$ cat config.mk
export PLATFORM = sky130hd
export DESIGN_NAME = dual_thermostat_hysteresis_setpoint
export DESIGN_NICKNAME = d
export VERILOG_FILES = /design/src/rtl/dths_pkg.sv /design/src/rtl/dths_dp.sv /design/src/rtl/dths_ctrl.sv /design/src/rtl/dual_thermostat_hysteresis_setpoint.sv
export VERILOG_INCLUDE_DIRS = /design/src /design/src/rtl
export SDC_FILE = /design/constraint.sdc
export NUM_CORES = 1
export LEC_CHECK = 0
export BUFFER_PORTS_ARGS = -buffer_cell sky130_fd_sc_hd__buf_2
export CAP_MARGIN = 0
export CELL_PAD_IN_SITES_DETAIL_PLACEMENT = 1
export CELL_PAD_IN_SITES_GLOBAL_PLACEMENT = 1
export CORE_MARGIN = 2
export CORE_UTILIZATION = 51
export CTS_CLUSTER_DIAMETER = 60
export DETAILED_ROUTE_END_ITERATION = 7
export GPL_ROUTABILITY_DRIVEN = 0
export GPL_TIMING_DRIVEN = 0
export HOLD_SLACK_MARGIN = 0.05
export PLACE_DENSITY = 0.85
export SLEW_MARGIN = 10
export SYNTH_ARGS = -nofsm -noshare
export SYNTH_HDL_FRONTEND = slang
export SYNTH_SLANG_ARGS = --single-unit
$ cat constraint.sdc
create_clock -name clk -period 14.2 [get_ports clk]
set_clock_uncertainty 0.15 [all_clocks]
set_input_delay 0.71 -clock clk [delete_from_list [all_inputs] [get_ports clk]]
set_output_delay 0.71 -clock clk [all_outputs]
set_load 0.03 [all_outputs]
$ cat src/rtl/assert_macros.svh
// assertion macros for the thermostat rtl, used by the controller
`ifndef ASSERT_MACROS_SVH
`define ASSERT_MACROS_SVH

`ifndef SYNTHESIS
// checked only out of reset
`define DTHS_ASSERT(label, clk, rst, prop) \
  label: assert property (@(posedge clk) disable iff (rst) prop) else $error("check failed");
// checked on every edge, reset included
`define DTHS_ASSERT_ALWAYS(label, clk, prop) \
  label: assert property (@(posedge clk) prop) else $error("check failed");
`else
`define DTHS_ASSERT(label, clk, rst, prop)
`define DTHS_ASSERT_ALWAYS(label, clk, prop)
`endif

`endif

$ cat src/rtl/dths_pkg.sv
// types, constants and command struct for the dual thermostat
package dths_pkg;

  typedef struct packed {
    logic signed [11:0] temp_a;
    logic               temp_a_ok;
    logic [9:0]         pot_a;
    logic               pot_a_ok;
    logic signed [11:0] temp_b;
    logic               temp_b_ok;
    logic [9:0]         pot_b;
    logic               pot_b_ok;
  } in_item_t;

  typedef struct packed {
    logic       send_frame;
    logic       frame_kind;
    logic       out_a;
    logic       out_b;
    logic [8:0] setpoint_a;
    logic [8:0] setpoint_b;
  } out_item_t;

  // control register indexes
  localparam logic [1:0] CFG_ENABLE     = 2'd0;
  localparam logic [1:0] CFG_SUMMER     = 2'd1;
  localparam logic [1:0] CFG_HYSTERESIS = 2'd2;

  localparam logic       ENABLE_RESET     = 1'b0;
  localparam logic       SUMMER_RESET     = 1'b1;
  localparam logic [7:0] HYSTERESIS_RESET = 8'd16;

  localparam logic [9:0] READ_CLAMP = 10'd950;
  localparam logic [9:0] BAND_LOW   = 10'd180;
  localparam logic [9:0] BAND_HIGH  = 10'd205;

  // quadratic coefficients, scaled by 2^20
  localparam logic signed [24:0] LOW_C2  = -25'sd11325;
  localparam logic signed [24:0] LOW_C1  = 25'sd4860779;
  localparam logic signed [35:0] LOW_C0  = -36'sd373324513;
  localparam logic signed [24:0] HIGH_C2 = -25'sd210;
  localparam logic signed [24:0] HIGH_C1 = 25'sd469972;
  localparam logic signed [35:0] HIGH_C0 = 36'sd69981962;

  // angle in 1/256 degree
  localparam logic [16:0] ANGLE_MID = 17'd34560;
  localparam logic [16:0] ANGLE_MAX = 17'd69120;

  // angle / 216 = (angle >> 3) / 27, and x / 27 = (x * 9710) >> 18 for x below 8641
  localparam logic signed [14:0] DIV27_MUL   = 15'sd9710;
  localparam int                 DIV27_SHIFT = 18;
  localparam logic [8:0]         SP_BASE     = 9'd160;

  typedef struct packed {
    logic load;
    logic mul1;
    logic mul2;
    logic angle;
    logic div;
    logic update;
    logic emit;
    logic zone;
  } dp_cmd_t;

endpackage

$ cat src/rtl/dths_dp.sv
// datapath: shared multiplier, setpoint mapping, hysteresis and zone bits
module dths_dp (
  input  logic                clk,
  input  logic                rst,
  input  dths_pkg::dp_cmd_t   cmd,
  input  dths_pkg::in_item_t  in_data,
  input  logic                enable,
  input  logic                summer_mode,
  input  logic [7:0]          hysteresis,
  output dths_pkg::out_item_t out_data
);

  dths_pkg::in_item_t  item;
  dths_pkg::out_item_t result;
  logic signed [39:0]  prod;
  logic [13:0]         xq;
  logic [1:0]          zone_on;
  logic [8:0]          sp [2];
  logic                changed;

  logic signed [11:0]  temp_sel;
  logic                tok_sel;
  logic [9:0]          pot_sel;
  logic                pok_sel;
  logic [9:0]          r;
  logic                band_lo;
  logic                band_mid;
  logic signed [24:0]  mul_a;
  logic signed [14:0]  mul_b;
  logic signed [39:0]  mul_p;
  logic signed [35:0]  acc;
  logic [16:0]         angle;
  logic [8:0]          sp_val;
  logic signed [13:0]  d;
  logic signed [13:0]  h;
  logic                set_on;
  logic                clr_on;

  always_comb begin
    temp_sel = cmd.zone ? item.temp_b : item.temp_a;
    tok_sel  = cmd.zone ? item.temp_b_ok : item.temp_a_ok;
    pot_sel  = cmd.zone ? item.pot_b : item.pot_a;
    pok_sel  = cmd.zone ? item.pot_b_ok : item.pot_a_ok;
    r        = (pot_sel > dths_pkg::READ_CLAMP) ? dths_pkg::READ_CLAMP : pot_sel;
    band_lo  = r < dths_pkg::BAND_LOW;
    band_mid = !band_lo && (r <= dths_pkg::BAND_HIGH);
  end

  // one multiplier, shared by both horner steps and the divide by 27
  always_comb begin
    mul_b = $signed({5'b0, r});
    if (cmd.div) begin
      mul_a = $signed({11'b0, xq});
      mul_b = dths_pkg::DIV27_MUL;
    end else if (cmd.mul2) begin
      mul_a = prod[24:0] + (band_lo ? dths_pkg::LOW_C1 : dths_pkg::HIGH_C1);
    end else begin
      mul_a = band_lo ? dths_pkg::LOW_C2 : dths_pkg::HIGH_C2;
    end
    mul_p = mul_a * mul_b;
  end

  always_comb begin
    acc = prod[35:0] + (band_lo ? dths_pkg::LOW_C0 : dths_pkg::HIGH_C0);
    if (band_mid) begin
      angle = dths_pkg::ANGLE_MID;
    end else if (acc[35]) begin
      angle = '0;
    end else if (acc[35:12] > {7'b0, dths_pkg::ANGLE_MAX}) begin
      angle = dths_pkg::ANGLE_MAX;
    end else begin
      angle = acc[28:12];
    end
  end

  always_comb begin
    sp_val = pok_sel ? (dths_pkg::SP_BASE
                        + prod[dths_pkg::DIV27_SHIFT+8:dths_pkg::DIV27_SHIFT]) : '0;
    h      = $signed({6'b0, hysteresis});
    if (summer_mode) begin
      d = 14'(temp_sel) - $signed({5'b0, sp_val});
    end else begin
      d = $signed({5'b0, sp_val}) - 14'(temp_sel);
    end
    set_on = enable && tok_sel && pok_sel && (d > h);
    clr_on = enable && tok_sel && pok_sel && (d < -h);
  end

  always_ff @(posedge clk) begin
    if (cmd.load) begin
      item <= in_data;
    end
    if (cmd.mul1 || cmd.mul2 || cmd.div) begin
      prod <= mul_p;
    end
    if (cmd.angle) begin
      xq <= angle[16:3];
    end
    if (cmd.update) begin
      sp[cmd.zone] <= sp_val;
    end
    if (cmd.emit) begin
      result.send_frame <= enable ? changed : 1'b1;
      result.frame_kind <= !enable;
      result.out_a      <= zone_on[0];
      result.out_b      <= zone_on[1];
      result.setpoint_a <= sp[0];
      result.setpoint_b <= sp[1];
    end
  end

  always_ff @(posedge clk) begin
    if (rst) begin
      zone_on <= '0;
      changed <= 1'b0;
    end else begin
      if (cmd.load) begin
        changed <= 1'b0;
      end else if (cmd.update) begin
        if (set_on && !zone_on[cmd.zone]) begin
          zone_on[cmd.zone] <= 1'b1;
          changed           <= 1'b1;
        end else if (clr_on && zone_on[cmd.zone]) begin
          zone_on[cmd.zone] <= 1'b0;
          changed           <= 1'b1;
        end
      end
    end
  end

  assign out_data = result;

endmodule

$ cat src/rtl/dths_ctrl.sv
// controller: sequences both zones through the shared datapath
`include "assert_macros.svh"

module dths_ctrl (
  input  logic              clk,
  input  logic              rst,
  input  logic              in_valid,
  output logic              in_ready,
  output logic              out_valid,
  input  logic              out_ready,
  output dths_pkg::dp_cmd_t cmd
);

  typedef enum logic [6:0] {
    IDLE   = 7'b0000001,
    MUL1   = 7'b0000010,
    MUL2   = 7'b0000100,
    ANGLE  = 7'b0001000,
    DIV    = 7'b0010000,
    UPDATE = 7'b0100000,
    DONE   = 7'b1000000
  } state_t;

  state_t state;
  state_t state_next;
  logic   zone;
  logic   emit;

  assign in_ready = (state == IDLE);
  assign emit     = (state == DONE) && (!out_valid || out_ready);

  always_comb begin
    state_next = state;
    case (state)
      IDLE:    if (in_valid) state_next = MUL1;
      MUL1:    state_next = MUL2;
      MUL2:    state_next = ANGLE;
      ANGLE:   state_next = DIV;
      DIV:     state_next = UPDATE;
      UPDATE:  state_next = zone ? DONE : MUL1;
      DONE:    if (emit) state_next = IDLE;
      default: state_next = IDLE;
    endcase
  end

  always_ff @(posedge clk) begin
    if (rst) begin
      state     <= IDLE;
      zone      <= 1'b0;
      out_valid <= 1'b0;
    end else begin
      state <= state_next;
      if (state == IDLE) begin
        zone <= 1'b0;
      end else if (state == UPDATE) begin
        zone <= 1'b1;
      end
      if (emit) begin
        out_valid <= 1'b1;
      end else if (out_ready) begin
        out_valid <= 1'b0;
      end
    end
  end

  always_comb begin
    cmd.load   = in_valid && in_ready;
    cmd.mul1   = (state == MUL1);
    cmd.mul2   = (state == MUL2);
    cmd.angle  = (state == ANGLE);
    cmd.div    = (state == DIV);
    cmd.update = (state == UPDATE);
    cmd.emit   = emit;
    cmd.zone   = zone;
  end

  // a transfer in starts zone A
  `DTHS_ASSERT(a_start, clk, rst, (in_valid && in_ready) |=> (state == MUL1 && !zone))
  // zone A hands over to zone B, zone B finishes the item
  `DTHS_ASSERT(a_zone_seq, clk, rst, (state == UPDATE && !zone) |=> (state == MUL1 && zone))
  // a loaded result is offered on the next cycle
  `DTHS_ASSERT(a_emit, clk, rst, emit |=> (out_valid && state == IDLE))
  // reset returns the controller to idle with no result offered
  `DTHS_ASSERT_ALWAYS(a_rst_idle, clk, rst |=> (state == IDLE && !out_valid))

endmodule

$ cat src/rtl/dual_thermostat_hysteresis_setpoint.sv
// Dual-zone thermostat with pot-derived setpoints and hysteresis.
// Sequence: zone A, then zone B, then the result register once it is free;
// no new item is taken until then. Each zone takes five steps (two horner
// steps, angle, divide by 27, update); three use the single shared multiplier.
// Result register: the next item is taken while a result waits on the output.
// Reset (rst, synchronous): zone bits off, enable 0, summer mode 1, hysteresis 16.
module dual_thermostat_hysteresis_setpoint (
  input  logic                clk,
  input  logic                rst,
  input  logic                in_valid,
  output logic                in_ready,
  input  dths_pkg::in_item_t  in_data,
  output logic                out_valid,
  input  logic                out_ready,
  output dths_pkg::out_item_t out_data,
  input  logic                cfg_valid,
  output logic                cfg_ready,
  input  logic [1:0]          cfg_index,
  input  logic [7:0]          cfg_data
);

  dths_pkg::dp_cmd_t cmd;
  logic              enable;
  logic              summer_mode;
  logic [7:0]        hysteresis;

  assign cfg_ready = 1'b1;

  always_ff @(posedge clk) begin
    if (rst) begin
      enable      <= dths_pkg::ENABLE_RESET;
      summer_mode <= dths_pkg::SUMMER_RESET;
      hysteresis  <= dths_pkg::HYSTERESIS_RESET;
    end else if (cfg_valid && cfg_ready) begin
      case (cfg_index)
        dths_pkg::CFG_ENABLE:     enable      <= cfg_data[0];
        dths_pkg::CFG_SUMMER:     summer_mode <= cfg_data[0];
        dths_pkg::CFG_HYSTERESIS: hysteresis  <= cfg_data;
        default: ;
      endcase
    end
  end

  dths_ctrl u_ctrl (
    .clk       (clk),
    .rst       (rst),
    .in_valid  (in_valid),
    .in_ready  (in_ready),
    .out_valid (out_valid),
    .out_ready (out_ready),
    .cmd       (cmd)
  );

  dths_dp u_dp (
    .clk         (clk),
    .rst         (rst),
    .cmd         (cmd),
    .in_data     (in_data),
    .enable      (enable),
    .summer_mode (summer_mode),
    .hysteresis  (hysteresis),
    .out_data    (out_data)
  );

endmodule

==> impl_metrics.tcl <==
set metrics [dict create \
    core_sq_mm 0.0385 \
    grt_pass1_vias 18221 \
    first_pass_iters 6 \
    route.met3.wl_mm 4.77 \
    syn_avg_cell_area_sq_um 9.56 \
    maxSlewViolCount 0 \
    via_count 16238 \
    rows 72 \
    die_area_sq_mm 0.0403 \
    nFillCells 4429 \
    ys_warn_count 0 \
    yosysSeqAreaShare 0.232 \
    grt_overflow_total 0 \
    track_usage 0.338 \
    ant_nets 0 \
    yosysMostFrequentCell "inv_1" \
    io_pins 88 \
    cts_made_buffers 17 \
    hold_class "reg2reg" \
    critPathMaxFanout 14 \
    wirelength_met1_mm 24.7 \
    clk_latency_ps 440 \
    synthTopCellsByArea "fa_1 26%, edfxtp_1 21%, ha_1 11%" \
    route.met2.wl_mm 32.6 \
    drive_gt1_frac 0.0839 \
    synthArstFlopShare 0 \
    max_slew.worst_pin.slew_ps 1280 \
    syn_area_sq_mm 0.0197 \
    critPathRequiredTime_ps 14230 \
    cts.repair.resized 0 \
    clock_path_buffers 2 \
    synth.distinct_cells 82 \
    synth_common_cells "387 x inv_1, 258 x fa_1, 183 x nor2_1, 176 x ha_1, 164 x nand2_1" \
    outcome "complete, no violations" \
    critPathLaunchType "flop" \
    syn_inst 2065 \
    cp.arrival_ps 13310 \
    cts_root_buf "clkbuf_16" \
    maxUsedRoutingLayer "met4" \
    grt_pass1_wl_mm 103 \
    ys_ff_latch 160 \
    worstSetupPathType "reg2reg" \
    max_freq_ghz 0.0753 \
    routedWlPerCell_microns 24.3 \
    worstSetupEndpointType "flop" \
    cts_tree "built" \
    grt_max_degree 40 \
    die_y_microns 201 \
    cts.clk_slew.worst_paths_ps 70 \
    final-hold-violation-count 0 \
    slew_headroom 0.150 \
    synth_top_area_share 0.262 \
    cts_setup_buffers 0 \
    antenna_found_initial 2 \
    synth-main-ff-cell "edfxtp_1" \
    drc 0 \
    fin_crit_ps 13280 \
    wl_mm 66.2 \
    cts_hold_buf 0 \
    drtIter0Drc 1460 \
    die_w_microns 201 \
    ctsHtreeMaxLevel 4 \
    yosys.area.top_type "fa_1" \
    cpPeakStageDelay_ps 930 \
    cap_viol_max_count 0 \
    port_buffers 85 \
    rsz0062_at_grt "no" \
    fin_nets 2688 \
    start_util 0.513 \
    finalSetupViolCount 0 \
    synth-edff-count 138 \
    dpl.hpwl_mm 53.5 \
    area_growth_pct 9.27 \
    vias_per_cell 5.96 \
    slowest_stage "o311ai_0" \
    min_period_over_period 0.936 \
    clock-sinks 160 \
    finalSetupTns_ps 0 \
]
-- final cells by class --
| cell class | count | area, sq um | share of cell area |
|---|---|---|---|
| Multi-Input combinational cell | 1482 | 13600 | 0.629 |
| Clock buffer | 27 | 558 | 0.0259 |
| Tap cell | 518 | 648 | 0.0300 |
| Buffer | 54 | 228 | 0.0106 |
| Inverter | 387 | 1450 | 0.0673 |
| Sequential cell | 160 | 4580 | 0.213 |
| Antenna cell | 2 | 5.00 | 0.000232 |
| Timing Repair Buffer | 89 | 495 | 0.0230 |
| Clock inverter | 5 | 36.3 | 0.00168 |
-- cell families after synthesis --
| family | after synthesis | share of synthesized area |
|---|---|---|
| fa+ha+maj | 434 | 0.373 |
| xor+xnor | 83 | 0.0368 |
| other cells | 2 | 0.000380 |
| compound gates | 318 | 0.106 |
| mux | 42 | 0.0221 |
| buf+inv | 441 | 0.0851 |
| simple gates | 585 | 0.144 |
| flops | 160 | 0.232 |
-- metrics by stage --
step / instance area [sq um] / utilization / instances / worst slack, ps / hold slack [ps]
after floorplan: 19800 / - / 2083 / 3840 / 250
after global placement: 20900 / 0.543 / 2686 / 423 / 253
after detailed placement: 21000 / 0.545 / 2690 / 1400 / 258
after CTS: 21600 / 0.561 / 2722 / 1280 / 274
after global routing: 21600 / 0.561 / 2723 / 483 / 276
final: 21600 / 0.561 / 2724 / 916 / 279
-- registers in the layout (all words and copies together), names as in the netlist, named ones only --
signal and cells:
u_dp.prod 36, hysteresis 8, u_dp.item 48, u_dp.out_data 4, summer_mode 1, u_ctrl.out_valid 1, u_dp.xq 14, u_dp.changed 1
u_dp.sp 18, u_ctrl.state 7, u_ctrl.zone 1, enable 1, out_data 18
-- path summary, 6_finish.rpt --
kind,from,endpoint,depth (start not counted),slack [ps]
min,u_dp.sp[1][5]$_DFFE_PP_,out_data[5]$_DFFE_PP_,0,280
max,u_ctrl.zone$_SDFFE_PP0P_,u_dp.prod[32]$_DFFE_PP_,39,920
min reg2reg,u_dp.sp[1][5]$_DFFE_PP_,out_data[5]$_DFFE_PP_,0,280
max reg2reg,u_ctrl.zone$_SDFFE_PP0P_,u_dp.prod[32]$_DFFE_PP_,39,920
-- metal layers --
layer | GRT usage | up-vias
li1 | - | 7006
met1 | 0.406 | 8209
met2 | 0.581 | 788
met3 | 0.0588 | 235
met4 | 0.181 | 0
met5 | 0 | -
-- critical path, delay by kind of cell (launching register included) --
| family | cells | cell delay, ps |
|---|---|---|
| flops | 1 | 380 |
| compound gates | 16 | 5430 |
| fa+ha+maj | 8 | 3700 |
| xor+xnor | 1 | 120 |
| simple gates | 5 | 1190 |
| mux | 1 | 600 |
| buf+inv | 8 | 1460 |
-- layout by cell type, fill, tap and decap left out, types with 6 or more instances in the layout --
master	netlist	routed
buf_2	5	90
nand2b_1	24	24
o21ai_1	10	10
conb_1	2	20
nor2b_1	28	26
and2_1	26	25
nand3_1	25	25
mux2_2	12	12
o31ai_1	6	6
a21oi_1	86	86
xnor2_1	60	60
xor2_1	23	23
or3_1	13	13
o211ai_1	7	7
dfxtp_1	22	22
o21a_1	15	15
nor3_1	29	29
nand4_1	11	11
and3_1	12	12
nand2_1	164	164
nor4_1	10	10
fa_1	258	258
o211a_1	7	7
a31oi_1	22	22
a21o_1	37	37
a211oi_1	14	14
o21bai_1	7	7
clkbuf_1	41	46
or2_2	20	20
nor2_1	183	182
clkbuf_16	0	21
nand3b_1	7	7
ha_1	176	176
inv_1	387	387
edfxtp_1	138	138
mux2i_1	30	30
o21ai_0	51	50
nor3b_1	7	7
Power is not shown: default switching activity piles up to over one toggle a cycle in this logic, so the estimate is an artifact.
